==> config.mk <==
export PLATFORM = sky130hd
export DESIGN_NAME = sensor_uart_frame_parser
export DESIGN_NICKNAME = d
export VERILOG_FILES = /design/src/hw/rtl/sufp_pkg.sv /design/src/hw/rtl/sensor_uart_frame_parser.sv /design/src/hw/rtl/sufp_in_reg.sv /design/src/hw/rtl/sufp_core.sv
export SDC_FILE = /design/constraint.sdc
export NUM_CORES = 1
export LEC_CHECK = 0
export BUFFER_PORTS_ARGS = -buffer_cell sky130_fd_sc_hd__buf_2
export CORE_MARGIN = 2
export CORE_UTILIZATION = 55
export CTS_CLUSTER_DIAMETER = 50
export DETAILED_ROUTE_END_ITERATION = 8
export PLACE_DENSITY = 0.75
export REMOVE_ABC_BUFFERS = 1
export SYNTH_ARGS = -nofsm -noshare
export SYNTH_HDL_FRONTEND = slang
export SYNTH_SLANG_ARGS = --single-unit
==> constraint.sdc <==
create_clock -name clk -period 7.7 [get_ports clk]
set_input_delay 1.54 -clock clk [delete_from_list [all_inputs] [get_ports clk]]
set_output_delay 1.54 -clock clk [all_outputs]
set_load 0.02 [all_outputs]
==> src/hw/rtl/sufp_pkg.sv <==
// Shared types and constants of the sensor UART frame parser.
// No dependencies.
package sufp_pkg;

  localparam int MAX_PAYLOAD = 15;
  localparam int CNT_W = $clog2(MAX_PAYLOAD + 5);
  localparam int LEN_W = $clog2(MAX_PAYLOAD + 1);

  localparam logic [7:0] SYNC_BYTE  = 8'h5A;
  localparam logic [7:0] TEMP_TYPE  = 8'h45;
  localparam int         TEMP_BYTES = 4;
  localparam int         HDR_BYTES  = 4;

  typedef struct packed {
    logic       valid;
    logic [7:0] data;
  } sufp_byte_t;

  typedef struct packed {
    logic [15:0] object_temp;
    logic [15:0] ambient_temp;
    logic        checksum_ok;
  } sufp_result_t;

endpackage

==> src/hw/rtl/sensor_uart_frame_parser.sv <==
// Top level of the sensor UART frame parser: input register feeding the parser core.
// Depends on sufp_pkg, sufp_in_reg and sufp_core.
//
//   channel   signals                                          direction
//   in        in_valid, in_ready, in_rx_byte                   byte in
//   out       out_valid, out_ready, out_object_temp,           result out
//             out_ambient_temp, out_checksum_ok
//
// One byte per cycle unless a stalled result holds the input, set by the core's
// state update; a result is registered when the core takes its checksum byte.
// Reset (rst_n low, synchronous) clears the search state and drops held items.
// A stalled result blocks only a byte that would give another result; other bytes
// keep flowing.
module sensor_uart_frame_parser (
  input  logic        clk,
  input  logic        rst_n,
  input  logic        in_valid,
  output logic        in_ready,
  input  logic [7:0]  in_rx_byte,
  output logic        out_valid,
  input  logic        out_ready,
  output logic [15:0] out_object_temp,
  output logic [15:0] out_ambient_temp,
  output logic        out_checksum_ok
);
  import sufp_pkg::*;

  sufp_byte_t   held;
  sufp_result_t res;
  logic         take;

  sufp_in_reg u_in_reg (
    .clk        (clk),
    .rst_n      (rst_n),
    .in_valid   (in_valid),
    .in_ready   (in_ready),
    .in_rx_byte (in_rx_byte),
    .take       (take),
    .held       (held)
  );

  sufp_core u_core (
    .clk       (clk),
    .rst_n     (rst_n),
    .held      (held),
    .take      (take),
    .out_valid (out_valid),
    .out_ready (out_ready),
    .res       (res)
  );

  assign out_object_temp  = res.object_temp;
  assign out_ambient_temp = res.ambient_temp;
  assign out_checksum_ok  = res.checksum_ok;

endmodule

==> src/hw/rtl/sufp_in_reg.sv <==
// Input register of the frame parser: holds one received byte until the core takes it.
// Depends on sufp_pkg.
module sufp_in_reg (
  input  logic              clk,
  input  logic              rst_n,
  input  logic              in_valid,
  output logic              in_ready,
  input  logic [7:0]        in_rx_byte,
  input  logic              take,
  output sufp_pkg::sufp_byte_t held
);
  import sufp_pkg::*;

  logic       valid_r, valid_nxt;
  logic [7:0] data_r, data_nxt;

  assign in_ready = !valid_r || take;

  always_comb begin
    valid_nxt = valid_r;
    data_nxt  = data_r;
    if (take) begin
      valid_nxt = 1'b0;
    end
    if (in_valid && in_ready) begin
      valid_nxt = 1'b1;
      data_nxt  = in_rx_byte;
    end
  end

  always_ff @(posedge clk) begin
    if (!rst_n) begin
      valid_r <= 1'b0;
    end else begin
      valid_r <= valid_nxt;
    end
    data_r <= data_nxt;
  end

  assign held.valid = valid_r;
  assign held.data  = data_r;

endmodule

==> src/hw/rtl/sufp_core.sv <==
// Frame parser core: header sync, length check, running sum, and result register.
// Depends on sufp_pkg.
module sufp_core (
  input  logic                   clk,
  input  logic                   rst_n,
  input  sufp_pkg::sufp_byte_t   held,
  output logic                   take,
  output logic                   out_valid,
  input  logic                   out_ready,
  output sufp_pkg::sufp_result_t res
);
  import sufp_pkg::*;

  logic [CNT_W-1:0] count_r, count_nxt;
  logic [7:0]       type_r, type_nxt;
  logic [LEN_W-1:0] len_r, len_nxt;
  logic [7:0]       sum_r, sum_nxt;
  logic [15:0]      obj_r, obj_nxt;
  logic [15:0]      amb_r, amb_nxt;
  logic             out_valid_r, out_valid_nxt;
  sufp_result_t     res_r, res_nxt;

  logic [CNT_W-1:0] pos;
  logic             in_payload;
  logic             is_csum;
  logic             emit;
  logic             ok;
  logic [7:0]       b;

  assign b          = held.data;
  assign pos        = count_r - CNT_W'(HDR_BYTES);
  assign in_payload = pos < CNT_W'(len_r);
  assign is_csum    = (count_r >= CNT_W'(HDR_BYTES)) && !in_payload;
  assign emit       = is_csum && (type_r == TEMP_TYPE);
  assign ok         = (sum_r == b);
  assign take       = held.valid && (!emit || !out_valid_r || out_ready);

  always_comb begin
    count_nxt     = count_r;
    type_nxt      = type_r;
    len_nxt       = len_r;
    sum_nxt       = sum_r;
    obj_nxt       = obj_r;
    amb_nxt       = amb_r;
    out_valid_nxt = out_valid_r && !out_ready;
    res_nxt       = res_r;
    if (take) begin
      if (count_r == CNT_W'(0)) begin
        if (b == SYNC_BYTE) begin
          sum_nxt   = b;
          count_nxt = CNT_W'(1);
        end
      end else if (count_r == CNT_W'(1)) begin
        if (b == SYNC_BYTE) begin
          sum_nxt   = sum_r + b;
          count_nxt = CNT_W'(2);
        end else begin
          count_nxt = CNT_W'(0);
        end
      end else if (count_r == CNT_W'(2)) begin
        type_nxt  = b;
        sum_nxt   = sum_r + b;
        count_nxt = CNT_W'(3);
      end else if (count_r == CNT_W'(3)) begin
        if (b > 8'(MAX_PAYLOAD)) begin
          count_nxt = CNT_W'(0);
        end else begin
          len_nxt   = LEN_W'(b);
          sum_nxt   = sum_r + b;
          obj_nxt   = 16'h0000;
          amb_nxt   = 16'h0000;
          count_nxt = CNT_W'(HDR_BYTES);
        end
      end else if (in_payload) begin
        case (pos)
          CNT_W'(0): obj_nxt[15:8] = b;
          CNT_W'(1): obj_nxt[7:0]  = b;
          CNT_W'(2): amb_nxt[15:8] = b;
          CNT_W'(3): amb_nxt[7:0]  = b;
          default:   ;
        endcase
        sum_nxt   = sum_r + b;
        count_nxt = count_r + CNT_W'(1);
      end else begin
        count_nxt = CNT_W'(0);
        if (emit) begin
          out_valid_nxt       = 1'b1;
          res_nxt.checksum_ok = ok;
          if (ok && (len_r >= LEN_W'(TEMP_BYTES))) begin
            res_nxt.object_temp  = obj_r;
            res_nxt.ambient_temp = amb_r;
          end else begin
            res_nxt.object_temp  = 16'h0000;
            res_nxt.ambient_temp = 16'h0000;
          end
        end
      end
    end
  end

  always_ff @(posedge clk) begin
    if (!rst_n) begin
      count_r     <= '0;
      type_r      <= '0;
      len_r       <= '0;
      sum_r       <= '0;
      obj_r       <= '0;
      amb_r       <= '0;
      out_valid_r <= 1'b0;
    end else begin
      count_r     <= count_nxt;
      type_r      <= type_nxt;
      len_r       <= len_nxt;
      sum_r       <= sum_nxt;
      obj_r       <= obj_nxt;
      amb_r       <= amb_nxt;
      out_valid_r <= out_valid_nxt;
    end
    res_r <= res_nxt;
  end

  assign out_valid = out_valid_r;
  assign res       = res_r;

endmodule

==> results.ini, run 1 <==
[setup_path]
crit_type = flop to output pin
slowest_stage = dfxtp_1
worst_path_most_repeated_cell = inv_1
critPathCaptureType = output pin
worst_ep_arrival_time_ns = 2.89
cp-start-kind = flop
worstPathRequired_ns = 6.16
r2r_start = u_core.count_r[0]
slowest_delay_ns = 0.49
cp_max_fo = 8
r2r-end = u_core.obj_r[12]
cp_cell_sequence = inv_1 > ha_1 > inv_1 > ha_1 > o21ai_0 > o21ai_1 > nor3b_1 > and3_1 > inv_1 > buf_2
reg2reg_slack_ns = 4.43
ff2ff_path_depth = 8

[clocking]
cts-resized-gates = 0
numCtsBuffers = 9
postCtsSetupBuffers = 0
htreeDepth = 3
cts_buffer_depth = 2
cts.clk_slew.worst_paths_ns = 0.11
root_buffer = clkbuf_8
clk_latency_ns = 0.38
cts_tree = done
cts-hold-fix-buffers = 0
cts_sinks = 100

[timing]
fin_worst_skew_ns = 0.01448
whs_ns = 0.4571
worst_pin_slew_ns = 0.8037
drv_slew = 0
max_freq_mhz = 225.7
slew_headroom_pct = 46.09
period_share_pct = 57.54
layout_min_cycle_time_ns = 4.430
tns_ns = 0
setup_violations = 0
rsz0062_at_grt = no
finalHoldViolCount = 0

[global_routing]
met2_usage_pct = 36.27
overflow = 0
grt_pass1_wl_mm = 14.92
grt.busiest_layer = met2
antenna_found_initial = 0
gr-usage-met1_pct = 26.64
grt_max_degree = 45
grt_usage_pct = 21.31
use_met3_pct = 3.004
grt_pass1_vias = 3115

[synthesis]
synth-edff-count = 41
synth.area.mux_share_pct = 10.50
synthSimpleGateAreaFrac_pct = 18.38
synth_xor_area_share_pct = 1.148
dominantRegCellSynth = dfxtp_1
ys_warn_count = 0
synth-compound-area-share_pct = 8.860
ys_types = 59
synth_top_family_by_area = simple AND/OR/NAND/NOR gates
ys_ff_latch = 100
synth_cells = 424
syn_area_um2 = 4576
synthAdderAreaFrac_pct = 5.360
ys_seq_area_share_pct = 52.72
async_flop_share_pct = 0
syn_avg_cell_area_um2 = 10.79

[finish]
nFillCells = 664
final_util_pct = 62.39
stdcell_area_um2 = 5075
areaGrowthSynthToFinish_pct = 10.91
drive_above_1_share_pct = 17.20
diodes = 0
nets = 497

[place]
post_dp_cell_area_um2 = 4880
place_hpwl_mm = 6.151
place_congestion = 0.8977
port_buffers = 46

[detailed_routing]
drt_iter0_markers = 140
vias_per_cell = 5.467
routed_wl_mm = 8.763
via_count = 3149
ant_nets = 0
drc = 0
first_pass_iters = 4
routedWlPerCell_um = 15.21

[power_and_ir_drop]
power_frac_clock_pct = 35.7
finalPower_mw = 0.9133
leakage_nw = 1.676
power_density_nw_per_um2 = 180.0
intPower_mw = 0.6871
worst_ir_drop_vdd_mv = 0.1092
p_sw_share_pct = 24.76
seq_power_share_pct = 61.3
pwr-share-comb_pct = 3.0
switchingPower_mw = 0.2262

[floorplanning]
die_h_um = 95.21
die-area_um2 = 9065
rows = 33
ios = 47
core_um2 = 8134
initial_utilization_pct = 56.25
die_w_um = 95.21

[job]
drv_cap = 0

[min_path]
min_to = u_core.amb_r[15]
hold_class = flop to flop
hold_path_depth = 2
min-delay-start = u_core.amb_r[15]

[status]
outcome = finished clean

==> cell usage in the layout (no fill, tap or decap), types with 16 or more instances in the layout <==
| cell type | Yosys | final |
|---|---|---|
| and2_1 | 33 | 33 |
| a21oi_1 | 16 | 16 |
| edfxtp_1 | 41 | 41 |
| buf_2 | 3 | 46 |
| ha_1 | 18 | 18 |
| nand2_1 | 49 | 49 |
| inv_1 | 16 | 16 |
| nor2_1 | 30 | 29 |
| dfxtp_1 | 59 | 59 |
| mux2i_1 | 48 | 48 |
==> metrics by stage <==
stage / cells / setup slack (ns)
after floorplan: 407 / 3.958
after global routing: 576 / 3.095
after detailed placement: 560 / 3.748
final: 576 / 3.270
after global placement: 560 / 3.782
after CTS: 576 / 3.311
==> synth_stat cells, types with 2 or more instances <==
| cell | n | area, µm² |
|---|---|---|
| dfxtp_1 | 59 | 1181 |
| nand2_1 | 49 | 183.9 |
| mux2i_1 | 48 | 480.5 |
| edfxtp_1 | 41 | 1231 |
| and2_1 | 33 | 206.5 |
| nor2_1 | 30 | 112.6 |
| ha_1 | 18 | 225.2 |
| a21oi_1 | 16 | 80.08 |
| inv_1 | 16 | 60.06 |
| clkbuf_1 | 13 | 48.80 |
| nand3_1 | 13 | 65.06 |
| o21ai_0 | 10 | 50.05 |
| a211oi_1 | 7 | 52.55 |
| nand2b_1 | 5 | 31.28 |
| nor2b_1 | 5 | 31.28 |
| nor3_1 | 4 | 20.02 |
| buf_2 | 3 | 15.01 |
| nor4_1 | 3 | 18.77 |
| nor4b_1 | 3 | 26.28 |
| xnor2_1 | 3 | 26.28 |
| xor2_1 | 3 | 26.28 |
| a21o_1 | 2 | 15.01 |
| a21oi_4 | 2 | 32.53 |
| nor3b_1 | 2 | 15.01 |
| o211ai_1 | 2 | 15.01 |
==> worst max-delay path: cells and delay by family (launching register included) <==
family,cells,cell delay [ns]
adder cells (fa/ha/maj),2,0.55
AND/OR/NAND/NOR,2,0.66
buffers and inverters,4,0.38
AO/OA/AOI/OAI,2,0.45
flip-flops,1,0.49
==> layout make-up <==
class | instances | area [µm²] | share of cell area, %
Timing Repair Buffer | 48 | 245.2 | 4.832
Inverter | 17 | 63.81 | 1.257
Tap cell | 105 | 131.4 | 2.589
Clock buffer | 9 | 123.9 | 2.441
Sequential cell | 100 | 2412 | 47.53
Clock inverter | 7 | 71.32 | 1.405
Multi-Input combinational cell | 290 | 2027 | 39.94
==> how the worst max path moves through the flow <==
stage,startpoint,to,slack [ns],cells past startpoint
2_1_floorplan,u_core.count_r[2],u_core.res[0],3.96,9
3_3_place_gp,rst_n,u_core.sum_r[7],3.78,5
3_5_place_dp,rst_n,u_core.count_r[3],3.75,4
4_1_cts,u_core.count_r[2],in_ready,3.31,10
5_1_grt,u_core.count_r[2],in_ready,3.09,10
6_report,u_core.count_r[2],in_ready,3.27,10
==> logic make-up after synthesis <==
kind of cell    count (synthesis)
buf+inv                        34
fa+ha+maj                      19
xor+xnor                        6
mux                            48
flops                         100
compound gates                 56
simple gates                  161
==> registers in the layout (all words and copies together), names as in the netlist <==
name              flops
u_core.amb_r         16
u_core.len_r          4
u_core.sum_r          8
u_core.type_r         8
u_in_reg.data_r       8
u_core.res           33
u_core.count_r        5
u_core.obj_r         16
u_in_reg.valid_r      1
u_core.out_valid      1
==> metal layers <==
metal	wire, µm	up-vias
met5	0	-
met4	157	0
met3	316	15
met2	4323	67
met1	3966	1491
li1	-	1576
==> power by group through the flow <==
stage	sequential, mW	clock, mW	combinational [mW]
floorplan	0.568	0	0.0172
global placement	0.572	0	0.0266
detailed placement	0.572	0	0.0273
CTS	0.560	0.329	0.0276
global route	0.561	0.345	0.0313
finish	0.560	0.326	0.0275
Note: power is estimated with default switching activity, not from simulation.
==> inputs of run 2 (changes only) <==
--- a/config.mk
+++ b/config.mk
@@ -5,9 +5,10 @@
 export SDC_FILE = /design/constraint.sdc
 export NUM_CORES = 1
 export LEC_CHECK = 0
+export ABC_AREA = 1
 export BUFFER_PORTS_ARGS = -buffer_cell sky130_fd_sc_hd__buf_2
 export CORE_MARGIN = 2
-export CORE_UTILIZATION = 55
+export CORE_UTILIZATION = 53
 export CTS_CLUSTER_DIAMETER = 50
 export DETAILED_ROUTE_END_ITERATION = 8
 export PLACE_DENSITY = 0.75
==> constraint.sdc (replaced) <==
create_clock -name clk -period 3.8 [get_ports clk]
set_input_delay 0.76 -clock clk [delete_from_list [all_inputs] [get_ports clk]]
set_output_delay 0.76 -clock clk [all_outputs]
set_load 0.02 [all_outputs]
==> run 2 against run 1 <==
Sequential power is 120% higher. Sequential share of layout area is 3.2 points lower. Register-to-register slack lost 3.4 ns. Global-route usage rose by 0.46 points. Via count rose by 29%. Worst setup slack got worse by 2.5 ns. Clock power up 130%. Cell count grew 38%. Clock skew shrank 0.0030 ns. Routed wire length grew 18%.
==> results.ini, run 2 <==
[setup_path]
crit_type = flop to output pin
cp_max_fo = 6  ; -2
slowest_stage = dfxtp_1
slowest_delay_ns = 0.46  ; -0.03 ns
worst_ep_arrival_time_ns = 2.29  ; -0.60 ns
critPathCaptureType = output pin
crit_buf_inv = 4  ; unchanged
cp_cell_sequence = inv_1 > ha_1 > inv_1 > ha_1 > nand2_1 > nand2_2 > nand2_1 > inv_1 > nand3_1 > buf_2
critical_path.top_delay_family = adder cells
worst_path_most_repeated_cell = inv_1
worstPathRequired_ns = 3.04  ; -3.12 ns
cp-start-kind = flop

[detailed_routing]
first_pass_iters = 5  ; +1
ant_nets = 0  ; unchanged
drc = 0  ; unchanged
vias_per_cell = 5.099  ; -6.7%
drt_iter0_markers = 189  ; +35%
via_count = 4049  ; +29%
routedWlPerCell_um = 13.07  ; -14%
routed_wl_mm = 10.38  ; +18%

[floorplanning]
die-area_um2 = 10080  ; +11%
initial_utilization_pct = 54.08  ; -2.2 points
die_h_um = 100.4  ; +5.5%
core_um2 = 9109  ; +12%
rows = 35  ; +6.1%
die_w_um = 100.4  ; +5.5%
ios = 47  ; unchanged

[clocking]
cts-resized-gates = 0  ; unchanged
cts.clk_slew.worst_paths_ns = 0.10  ; about the same
cts-hold-fix-buffers = 0  ; unchanged
cts_buffer_depth = 2  ; unchanged
htreeDepth = 3  ; unchanged
numCtsBuffers = 9  ; unchanged
postCtsSetupBuffers = 0  ; unchanged
clk_latency_ns = 0.36  ; -0.02 ns
cts_sinks = 100  ; unchanged
cts_tree = done
root_buffer = clkbuf_8

[power_and_ir_drop]
power_density_nw_per_um2 = 497.6  ; +180%
worst_ir_drop_vdd_mv = 0.2743  ; +150%
switchingPower_mw = 0.9511  ; +320%
pwr-share-comb_pct = 27.2  ; +24 points
seq_power_share_pct = 44.8  ; -17 points
leakage_nw = 2.284  ; +36%
intPower_mw = 1.757  ; +160%
power_frac_clock_pct = 28.1  ; -7.6 points
p_sw_share_pct = 35.12  ; +10 points

[job]
drv_cap = 0  ; unchanged

[place]
placed_cells = 778  ; +39%
place_congestion = 0.9064  ; +0.97%
place_hpwl_mm = 7.331  ; +19%
port_buffers = 46  ; unchanged

[finish]
seqCellArea_um2 = 2412  ; unchanged
nets = 709  ; +43%
multiInputGateArea_um2 = 2064  ; +1.9%
instances_no_fill = 794  ; +38%
drive_above_1_share_pct = 11.86  ; -5.3 points
final_util_pct = 59.74  ; -2.7 points
areaGrowthSynthToFinish_pct = 10.46
layout_commonest_cell = nand2_1
nFillCells = 847  ; +28%
diodes = 0  ; unchanged
largest_register_ffs = 33  ; unchanged
mostFrequentLayoutCells = nand2_1 (139), nor2_1 (133), inv_1 (90)

[synthesis]
async_flop_share_pct = 0  ; unchanged
syn_area_um2 = 4926  ; +7.7%
synth_top_area_share_pct = 24.99  ; -1.9 points
ys_ff_latch = 100  ; unchanged
syn_avg_cell_area_um2 = 7.721  ; -28%
ys_types = 29  ; -51%
ys_warn_count = 0  ; unchanged
synth_common_cells = nand2_1 (139), nor2_1 (133), inv_1 (90)
yosys-top-cells-area = edfxtp_1 (25%), dfxtp_1 (24%), nand2_1 (11%), nor2_1 (10%), inv_1 (6.9%)
synth_cells = 638  ; +50%
synth-edff-count = 41  ; unchanged
dominantRegCellSynth = dfxtp_1
synth.most_common_cell = nand2_1
yosysTopAreaCell = edfxtp_1
ys_seq_area_share_pct = 48.97  ; -3.7 points

[min_path]
hold_class = flop to flop

[timing]
rsz0062_at_grt = no
worst_pin_slew_ns = 0.7633  ; -0.04041 ns
layout_min_cycle_time_ns = 3.049
drv_slew = 0  ; unchanged
max_freq_mhz = 328.0
period_share_pct = 80.23
finalHoldViolCount = 0  ; unchanged
setup_violations = 0  ; unchanged
slew_headroom_pct = 48.93  ; +2.8 points
fin_worst_skew_ns = 0.01151  ; -0.002974 ns

[global_routing]
grt_pass1_wl_mm = 17.48  ; +17%
grt_max_degree = 38  ; -16%
overflow = 0  ; unchanged
antenna_found_initial = 0  ; unchanged
grt_usage_pct = 21.76  ; +0.46 points
grt_pass1_vias = 3861  ; +24%

[status]
outcome = finished clean

[run 2: through the flow]
| step | hold WS [ns] | setup WS [ns] | area [µm²] | TNS (ns) | total power, mW |
|---|---|---|---|---|---|
| finish | 0.4719 | 0.7514 | 5441 | 0 | 2.708 |
| global placement | 0.4488 | 1.128 | 5218 | 0 | 1.946 |
| detailed placement | 0.4610 | 1.090 | 5218 | 0 | 1.956 |
| CTS | 0.4753 | 0.7474 | 5441 | 0 | 2.701 |
| global route | 0.4946 | 0.5761 | 5441 | 0 | 2.850 |
| floorplan | 0.4411 | -1.771 | 4808 | -58.44 | 1.769 |
[run 2: final timing paths]
| kind | start | end | slack (ns) | depth (start not counted) |
|---|---|---|---|---|
| worst min register to register | u_core.type_r[2] | u_core.type_r[2] | 0.47 | 2 |
| worst min-delay path | u_core.type_r[2] | u_core.type_r[2] | 0.47 | 2 |
| worst max-delay path | u_core.count_r[2] | in_ready | 0.75 | 10 |
| worst max register to register | u_core.count_r[2] | u_core.obj_r[4] | 0.99 | 11 |
[run 2: cell families after synthesis]
group	after synthesis	synth area share, %
compound gates	61	7.087
flops	100	48.97
buf+inv	112	9.322
fa+ha+maj	19	4.979
simple gates	341	28.60
xor+xnor	5	1.042
[run 2: worst min-delay path, cell delays in order, from the launching register on]
cell and delay (ns):
dfxtp_1 0.32, nand2_1 0.06, a21oi_1 0.05
[run 2: power by group through the flow]
stage,clock [mW],combinational [mW],sequential [mW]
after floorplan,0,0.552,1.22
after global placement,0,0.711,1.23
after CTS,0.764,0.725,1.21
after global routing,0.803,0.828,1.22
final,0.760,0.736,1.21
after detailed placement,0,0.719,1.24
[run 2: cell type report]
type | count | share of cell area [%]
clock buffers | 9 | 2.276
clock inverters | 7 | 1.840
inverters | 91 | 6.277
multi-input cells | 426 | 37.94
flip-flops and latches | 100 | 44.33
well taps | 111 | 2.552
repair buffers | 50 | 4.783
[run 2: routing by layer]
metal / GRT usage, % / share of wire (%) / vias to the layer above
met3: 2.786 / 4.9 / 30
met5: 0 / 0 / -
met1: 27.56 / 45 / 1817
li1: - / - / 2076
met4: 10.54 / 3.3 / 0
met2: 36.81 / 47 / 126
==> inputs of run 3 (changes only) <==
--- a/config.mk
+++ b/config.mk
@@ -8,7 +8,7 @@
 export ABC_AREA = 1
 export BUFFER_PORTS_ARGS = -buffer_cell sky130_fd_sc_hd__buf_2
 export CORE_MARGIN = 2
-export CORE_UTILIZATION = 53
+export CORE_UTILIZATION = 55
 export CTS_CLUSTER_DIAMETER = 50
 export DETAILED_ROUTE_END_ITERATION = 8
 export PLACE_DENSITY = 0.75
==> constraint.sdc (replaced) <==
create_clock -name clk -period 2.9 [get_ports clk]
set_input_delay 0.58 -clock clk [delete_from_list [all_inputs] [get_ports clk]]
set_output_delay 0.58 -clock clk [all_outputs]
set_load 0.02 [all_outputs]
==> run 3 against run 2 <==
Clock skew up 0.0054 ns. Sequential share of layout area is 0.071 points lower. Critical path depth did not move. Worst setup slack worse by 0.60 ns. Via count is 1.1% higher. Total power increased by 27%. Non-clock buffer count rose by 5. Cell area grew 0.37%. Hold slack got worse by 0.083 ns. Largest cell class unchanged. Largest power group unchanged. Highest routed layer unchanged.
==> results.ini, run 3 (synthesis results as in run 2) <==
[setup_path]
cp_max_fo = 6  ; unchanged
slowest_stage = dfxtp_4
crit_type = flop to output pin
critPathCaptureType = output pin
worst_ep_arrival_time_ns = 2.17  ; -0.12 ns
reg2reg_slack_ns = 0.32  ; -0.67 ns
slowest_delay_ns = 0.39  ; -0.07 ns
timing.critical_path.from = u_core.count_r[2]
cp-start-kind = flop
worst_path_most_repeated_cell = inv_1
worstPathRequired_ns = 2.32  ; -0.72 ns
cp_cell_sequence = inv_1 > ha_1 > inv_1 > ha_1 > nand2_1 > nand2_2 > nand2_1 > inv_1 > nand3_1 > buf_2
r2r_start = u_core.count_r[2]

[floorplanning]
die_w_um = 98.64  ; -1.8%
initial_utilization_pct = 56.48  ; +2.4 points
ios = 47  ; unchanged
die-area_um2 = 9729  ; -3.5%
core_um2 = 8721  ; -4.3%
rows = 34  ; -2.9%
die_h_um = 98.64  ; -1.8%

[clocking]
cts-hold-fix-buffers = 0  ; unchanged
root_buffer = clkbuf_8
clk_latency_ns = 0.37  ; about the same
cts_tree = done
cts_sinks = 100  ; unchanged
cts.clk_slew.worst_paths_ns = 0.11  ; about the same
htreeDepth = 3  ; unchanged
numCtsBuffers = 9  ; unchanged
cts_buffer_depth = 2  ; unchanged

[timing]
layout_min_cycle_time_ns = 2.747
fin_worst_skew_ns = 0.01688  ; +0.005377 ns
slew_headroom_pct = 49.65  ; +0.73 points
worst_pin_slew_ns = 0.7525  ; -0.01085 ns
tns_ns = 0  ; unchanged
finalHoldViolCount = 0  ; unchanged
setup_violations = 0  ; unchanged
whs_ns = 0.3893  ; -0.08258 ns
setup_slack_ns = 0.1528  ; -0.5985 ns
max_freq_mhz = 364.0
drv_slew = 0  ; unchanged
rsz0062_at_grt = no
period_share_pct = 94.73

[finish]
mostFrequentLayoutCells = nand2_1 (139), nor2_1 (133), inv_1 (90)
nets = 714  ; +0.71%
instances_no_fill = 796  ; +0.25%
nFillCells = 771  ; -9.0%
largest_register_ffs = 33  ; unchanged
drive_above_1_share_pct = 12.94  ; +1.1 points
diodes = 0  ; unchanged
areaGrowthSynthToFinish_pct = 10.87
layout_commonest_cell = nand2_1

[min_path]
hold_class = input port to flop
min-delay-start = in_rx_byte[4]

[power_and_ir_drop]
leakage_nw = 2.303  ; +0.82%
power_density_nw_per_um2 = 631.1  ; +27%
pwr-share-comb_pct = 29.0  ; +1.8 points
switchingPower_mw = 1.259  ; +32%
finalPower_mw = 3.447  ; +27%
seq_power_share_pct = 46.2  ; +1.4 points
power_frac_clock_pct = 24.9  ; -3.2 points
p_sw_share_pct = 36.51  ; +1.4 points
worst_ir_drop_vdd_mv = 0.3479  ; +27%
intPower_mw = 2.188  ; +25%

[global_routing]
overflow = 0  ; unchanged
grt_pass1_wl_mm = 17.51  ; +0.16%
grt_pass1_vias = 3894  ; +0.85%
grt_max_degree = 38  ; unchanged
grt_usage_pct = 22.08  ; +0.31 points
antenna_found_initial = 0  ; unchanged

[place]
place_congestion = 0.9936  ; +9.6%
placed_cells = 780  ; +0.26%
dp_slack_ns = 0.3568  ; -0.7328 ns
place_hpwl_mm = 7.345  ; +0.20%
port_buffers = 46  ; unchanged

[detailed_routing]
via_count = 4095  ; +1.1%
routed_wl_mm = 10.12  ; -2.5%
drt_iter0_markers = 215  ; +14%
routedWlPerCell_um = 12.71  ; -2.7%
drc = 0  ; unchanged
vias_per_cell = 5.144  ; +0.88%
ant_nets = 0  ; unchanged
first_pass_iters = 5  ; unchanged

[status]
outcome = finished clean

[job]
drv_cap = 0  ; unchanged

[run 3: repair_timing]
item,4_1_cts,5_1_grt
setup buffers,0,0
endpoints found under the setup margin,0,8
resized for setup,0,3
[run 3: power groups by stage]
stage | sequential, mW | clock (mW) | combinational [mW]
6_report | 1.59 | 0.857 | 0.999
5_1_grt | 1.60 | 0.942 | 1.12
4_1_cts | 1.59 | 0.885 | 0.981
3_5_place_dp | 1.62 | 0 | 0.975
3_3_place_gp | 1.61 | 0 | 0.951
2_1_floorplan | 1.59 | 0 | 0.723
[run 3: area by class of cell]
| cell class | count | area (µm²) | area share [%] |
|---|---|---|---|
| clock buffers | 10 | 137.6 | 2.520 |
| inverters | 91 | 341.6 | 6.254 |
| well taps | 108 | 135.1 | 2.474 |
| flip-flops and latches | 100 | 2417 | 44.26 |
| clock inverters | 6 | 55.05 | 1.008 |
| multi-input cells | 426 | 2064 | 37.80 |
| repair buffers | 55 | 310.3 | 5.682 |
[run 3: final timing paths]
| check | cells past startpoint | endpoint |
|---|---|---|
| worst min-delay path | 1 | u_in_reg.data_r[4] |
| worst max-delay path | 10 | in_ready |
| worst min register to register | 2 | u_core.type_r[4] |
| worst max register to register | 10 | u_core.obj_r[13] |
[run 3: critical path, delay by kind of cell, from the launching register on]
kind	cells	cell delay [ns]
buffers and inverters	4	0.41
DFF	1	0.39
adders and majority gates	2	0.55
and+or+nand+nor	4	0.45
[run 3: metal layers]
layer | wire [µm] | track usage, %
met1 | 4573 | 27.80
met5 | 0 | 0
met4 | 183 | 8.957
met2 | 4810 | 37.52
met3 | 553 | 4.184
[run 3: metrics by stage]
stage	utilization [%]	cell area, µm²
after floorplan	-	4808
after CTS	62.57	5456
after global routing	62.63	5461
final	62.63	5461
after global placement	60.36	5264
after detailed placement	60.36	5264
